$ cat src/hdl/elft_pkg.sv
package elft_pkg;

  localparam int unsigned KeyW   = 32;
  localparam int unsigned CntW   = 32;
  localparam int unsigned TypeW  = 3;
  localparam int unsigned ShareW = 20;
  localparam int unsigned TotW   = 40;
  localparam int unsigned CfgAddrW = 1;
  localparam int unsigned CfgDataW = 32;
  localparam logic [CfgAddrW-1:0] RegThreshold = 1'b0;
  localparam logic [CfgAddrW-1:0] RegLimit     = 1'b1;
  localparam logic OpAdd  = 1'b0;
  localparam logic OpDump = 1'b1;
  localparam logic [ShareW-1:0] ShareScale = 20'd1000000;
  localparam int unsigned QuotW = 21;

  typedef enum logic [3:0] {
    StIdle,
    StScan,
    StAddWr,
    StTotal,
    StPick,
    StRead,
    StDivInit,
    StDiv,
    StEmit,
    StEmpty
  } state_e;

  // controller -> datapath
  typedef struct packed {
    logic scan_clr;      // reset index for a sweep
    logic scan_step;     // advance index
    logic add_cmp;       // compare entry at index with key
    logic add_write;     // commit add result
    logic tot_acc;       // add entry count to total
    logic pick_clr;      // start a selection pass
    logic pick_cmp;      // consider entry at index for best
    logic pick_take;     // mark best as emitted, load output regs
    logic div_init;
    logic div_step;
    logic emit;
    logic emit_empty;
    logic load_in;
  } ctrl_t;

  // datapath -> controller
  typedef struct packed {
    logic scan_end;      // index is at last used entry or none
    logic add_hit;       // current index matched
    logic best_found;    // a qualifying unemitted entry exists
    logic div_done;
    logic any_emitted;
    logic more_left;     // another qualifying entry remains after take
  } stat_t;

endpackage

$ cat src/hdl/elft_ctrl.sv
module elft_ctrl
  import elft_pkg::*;
(
  input  logic  clk_i,
  input  logic  rst_ni,
  input  logic  start_i,
  input  logic  opcode_i,
  input  stat_t stat_i,
  output ctrl_t ctrl_o,
  output logic  busy_o
);

  state_e state_q, state_d;

  always_ff @(posedge clk_i or negedge rst_ni) begin
    if (!rst_ni) state_q <= StIdle;
    else state_q <= state_d;
  end

  always_comb begin
    state_d = state_q;
    ctrl_o  = '0;
    busy_o  = (state_q != StIdle);
    case (state_q)
      StIdle: begin
        if (start_i) begin
          ctrl_o.load_in  = 1'b1;
          ctrl_o.scan_clr = 1'b1;
          state_d = (opcode_i == OpDump) ? StTotal : StScan;
        end
      end
      StScan: begin
        ctrl_o.add_cmp = 1'b1;
        if (stat_i.add_hit || stat_i.scan_end) state_d = StAddWr;
        else ctrl_o.scan_step = 1'b1;
      end
      StAddWr: begin
        ctrl_o.add_write = 1'b1;
        state_d = StIdle;
      end
      StTotal: begin
        ctrl_o.tot_acc = 1'b1;
        if (stat_i.scan_end) begin
          ctrl_o.scan_clr = 1'b1;
          ctrl_o.pick_clr = 1'b1;
          state_d = StPick;
        end else ctrl_o.scan_step = 1'b1;
      end
      StPick: begin
        ctrl_o.pick_cmp = 1'b1;
        if (stat_i.scan_end) state_d = StRead;
        else ctrl_o.scan_step = 1'b1;
      end
      StRead: begin
        if (stat_i.best_found) begin
          ctrl_o.pick_take = 1'b1;
          state_d = StDivInit;
        end else if (stat_i.any_emitted) begin
          state_d = StIdle;
        end else state_d = StEmpty;
      end
      StDivInit: begin
        ctrl_o.div_init = 1'b1;
        state_d = StDiv;
      end
      StDiv: begin
        ctrl_o.div_step = 1'b1;
        if (stat_i.div_done) state_d = StEmit;
      end
      StEmit: begin
        ctrl_o.emit = 1'b1;
        ctrl_o.scan_clr = 1'b1;
        ctrl_o.pick_clr = 1'b1;
        state_d = stat_i.more_left ? StPick : StIdle;
      end
      StEmpty: begin
        ctrl_o.emit_empty = 1'b1;
        state_d = StIdle;
      end
      default: state_d = StIdle;
    endcase
  end

endmodule

$ cat config.mk
export PLATFORM = sky130hd
export DESIGN_NAME = elft_ctrl
export DESIGN_NICKNAME = d
export VERILOG_FILES = /design/src/hdl/elft_pkg.sv /design/src/hdl/elft_ctrl.sv
export SDC_FILE = /design/constraint.sdc
export NUM_CORES = 1
export LEC_CHECK = 0
export BUFFER_PORTS_ARGS = -buffer_cell sky130_fd_sc_hd__buf_4
export CAP_MARGIN = 5
export CELL_PAD_IN_SITES_DETAIL_PLACEMENT = 0
export CELL_PAD_IN_SITES_GLOBAL_PLACEMENT = 2
export CORE_MARGIN = 4
export CORE_UTILIZATION = 22
export DETAILED_ROUTE_END_ITERATION = 8
export HOLD_SLACK_MARGIN = 0.08
export PLACE_DENSITY = 0.79
export RECOVER_POWER = 100
export SLEW_MARGIN = 5
export SYNTH_ARGS = -nofsm -noshare
export SYNTH_HDL_FRONTEND = slang
export SYNTH_SLANG_ARGS = --single-unit
$ cat constraint.sdc
create_clock -name clk_i -period 2 [get_ports clk_i]
set_clock_uncertainty 0.2 [all_clocks]
set_input_delay 0.4 -clock clk_i [delete_from_list [all_inputs] [get_ports clk_i]]
set_output_delay 0.4 -clock clk_i [all_outputs]
set_load 0.02 [all_outputs]
==> metrics.txt <==
failing checks negative setup slack; category of the worst setup path capture point primary output; via count of the first global-routing pass 520; Synth Warn # 0; standard-cell rows 16; Avg WL per Cell 11.41 µm; placer congestion estimate approximately 0.74; largest net degree at the start of global routing 10; Cell Area, Placed 688.2 µm²; most common cell in the netlist sky130_fd_sc_hd__nor2_1; num ports 24; CTS H-tree depth 1; CP top delay family simple AND/OR/NAND/NOR gates; maximum clock frequency just under 500 MHz; CTS tree done; max_cap viols 0; Placed Instances 113; critical setup path kind flip-flop to primary output; CP Launch Type flip-flop; number of iterations in the first detailed-routing pass 3; Comb pwr share 0.793; final count of pins violating max slew 0; Slew HR 0.8059; worst setup slack after layout -14.89 ps; Overall Global Routing Usage 0.1009; # diodes 0; number of CTS-inserted buffers 3; hold violation count in the final report 0; die extent in x 54.06 µm; post-synth top area share 0.2145; number of sinks on the clock net 4; sequential fraction of the synthesis area 0.2145; minimum clock period 2015 ps; starting utilization of the core area 0.2355; share of synthesized registers carrying an async set or reset 1.000; largest reg by FF count state_q; first-pass GRT wire length 2208 µm; syn_nets 70; leakage power summed over all cells 0.3706 nW; setup repair after global routing missed its margin true; clock transition time at the flip-flop clock pins of the worst setup and hold paths 30 ps; leading area contributor after synthesis sky130_fd_sc_hd__dfrtp_1; number of library cell types mapped by synthesis 33; Layout area overhead 69.17%; iteration-0 DRC count of the detailed router 4; overall overflow remaining after global route 0; Vias per Instance 4.633; final cell area excluding filler cells around 790 µm²; Worst-Margin Slew 291.1 ps; number of failing setup endpoints in the final timing report 1; share of total power consumed by net switching 0.4495; worst-case vdd ir drop 813.2 µV; top cells by count, synth sky130_fd_sc_hd__nor2_1 (11), sky130_fd_sc_hd__nand2_1 (5), sky130_fd_sc_hd__dfrtp_1 (4); area of the multi-input gates 351.6 µm²; post-route fraction of the period consumed by the critical path 1.007; most used flip-flop cell after synthesis sky130_fd_sc_hd__dfrtp_1; leading post-synthesis cells by cell area sky130_fd_sc_hd__dfrtp_1 (21%), sky130_fd_sc_hd__nor2_1 (8.8%), sky130_fd_sc_hd__mux2_1 (4.8%); total power divided by cell area 1617 mW/mm²; Post-Synthesis Mean Instance Area 7.778 µm²; hold crit path type input pin to asynchronous set/reset pin; required time reported for the critical path endpoint approximately 1400 ps; run status complete, but fails checks; Post-Synthesis Cells 60; root buffer selected by CTS sky130_fd_sc_hd__clkbuf_4; Seq cells post-synth 4; CP max-delay cell sky130_fd_sc_hd__dfrtp_2; synthesized cell area 466.7 µm²; Worst Path Buf+Inv 1; area of the core between 0.0015 and 0.002 mm²; Regs by FF count state_q (4); fraction of final layout cells with drive strength greater than 1 0.5161; Via Count 556; number of inserted filler cells in the final layout 221; P_sw 573.7 µW; cells along the critical path and3b_2 > a22oi_2 > nor2_2 > or2_1 > buf_6; maximum fanout along the worst path 6; Final #Nets about 110; internal power component roughly 700 µW; sum of routed wire length over all layers 1369 µm; FF+latch area 101.3 µm²; number of synthesized flops with an enable pin 0; flip-flop count of the largest register, all copies and words added 4; clock power share 0.074; Clock Path Buffers 2; Die Height 54.06 µm; number of antenna violations at the first check in global routing 0; count of nets left with antenna violations after detail routing 0; sequential cell fraction of total power 0.133; Data arrival, critical path 1410 ps; Die Outline Area approximately 0.0029 mm²; PortBufs 23; HPWL after DPL 1102 µm; DR DRC count 0; critical path's largest stage delay around 420 ps; non-filler instance count after layout 120; clock latency on the worst-skew pair roughly 230 ps
## worst paths after layout
path / from / end / slack [ps] / depth (start not counted)
max: state_q[0] / ctrl_o[12] / -10 / 5
min: rst_ni / state_q[3] / 340 / 2
max in group asynchronous: rst_ni / state_q[0] / 1050 / 2
min in group clk_i: opcode_i / state_q[1] / 340 / 4
min reg2reg: state_q[0] / state_q[0] / 500 / 2
max reg2reg: state_q[1] / state_q[0] / 10 / 5
## power by group through the flow
stage | registers, mW | clock network, mW | logic (mW)
2_1_floorplan | 0.158 | 0 | 0.599
3_3_place_gp | 0.165 | 0 | 0.868
3_5_place_dp | 0.166 | 0 | 0.870
4_1_cts | 0.161 | 0.0980 | 0.941
5_1_grt | 0.178 | 0.108 | 1.10
6_report | 0.170 | 0.0944 | 1.01
## timing repair
action,CTS,global route
hold buffers,1,0
buffers inserted,2,1
endpoints found under the setup margin,2,6
pin swaps,0,2
hold endpoints to repair,4,0
resized for setup,4,9
## layout by cell type (no fill, tap or decap), types with 2 or more instances in the layout
cell | Yosys | routed
sky130_fd_sc_hd__a21oi_1 | 3 | 3
sky130_fd_sc_hd__buf_4 | 2 | 27
sky130_fd_sc_hd__buf_6 | 1 | 5
sky130_fd_sc_hd__clkbuf_4 | 0 | 3
sky130_fd_sc_hd__dfrtp_1 | 4 | 3
sky130_fd_sc_hd__inv_1 | 2 | 2
sky130_fd_sc_hd__nand2_1 | 5 | 5
sky130_fd_sc_hd__nand2b_1 | 3 | 3
sky130_fd_sc_hd__nor2_1 | 11 | 10
sky130_fd_sc_hd__nor3_1 | 3 | 3
## layer usage
layer  share of wire  GRT usage  wire length [µm]  up-vias
met3           0.082    0.03047               112        0
met5               0          0                 0        -
li1                -          -                 -      278
met1            0.40     0.1135               548      264
met2            0.52     0.1895               709       14
met4               0    0.01245                 0        0
## stage by stage
stage          power, mW  setup WS (ps)  utilization  hold slack [ps]  TNS, ps
2_1_floorplan     0.7566          86.21            -           -95.59        0
3_3_place_gp       1.033          135.1       0.3472          -0.9726        0
3_5_place_dp       1.036          136.0       0.3472         -0.06328        0
4_1_cts            1.199         -16.73       0.3801            301.2   -28.72
5_1_grt            1.390         -86.11       0.3984            347.0   -239.8
6_report           1.276         -14.89       0.3984            336.5   -14.89
## cells by family after synthesis
group | share of synthesized area
flops | 0.2145
mux | 0.06970
compound gates | 0.2038
simple gates | 0.4102
buf+inv | 0.1019
## final cells by class
class | instances | area share
Sequential cell | 4 | 0.1284
Clock buffer | 3 | 0.02853
Multi-Input combinational cell | 50 | 0.4453
Tap cell | 27 | 0.04279
Inverter | 2 | 0.009509
Timing Repair Buffer | 34 | 0.3455
Power figures use the tool's default switching activity.
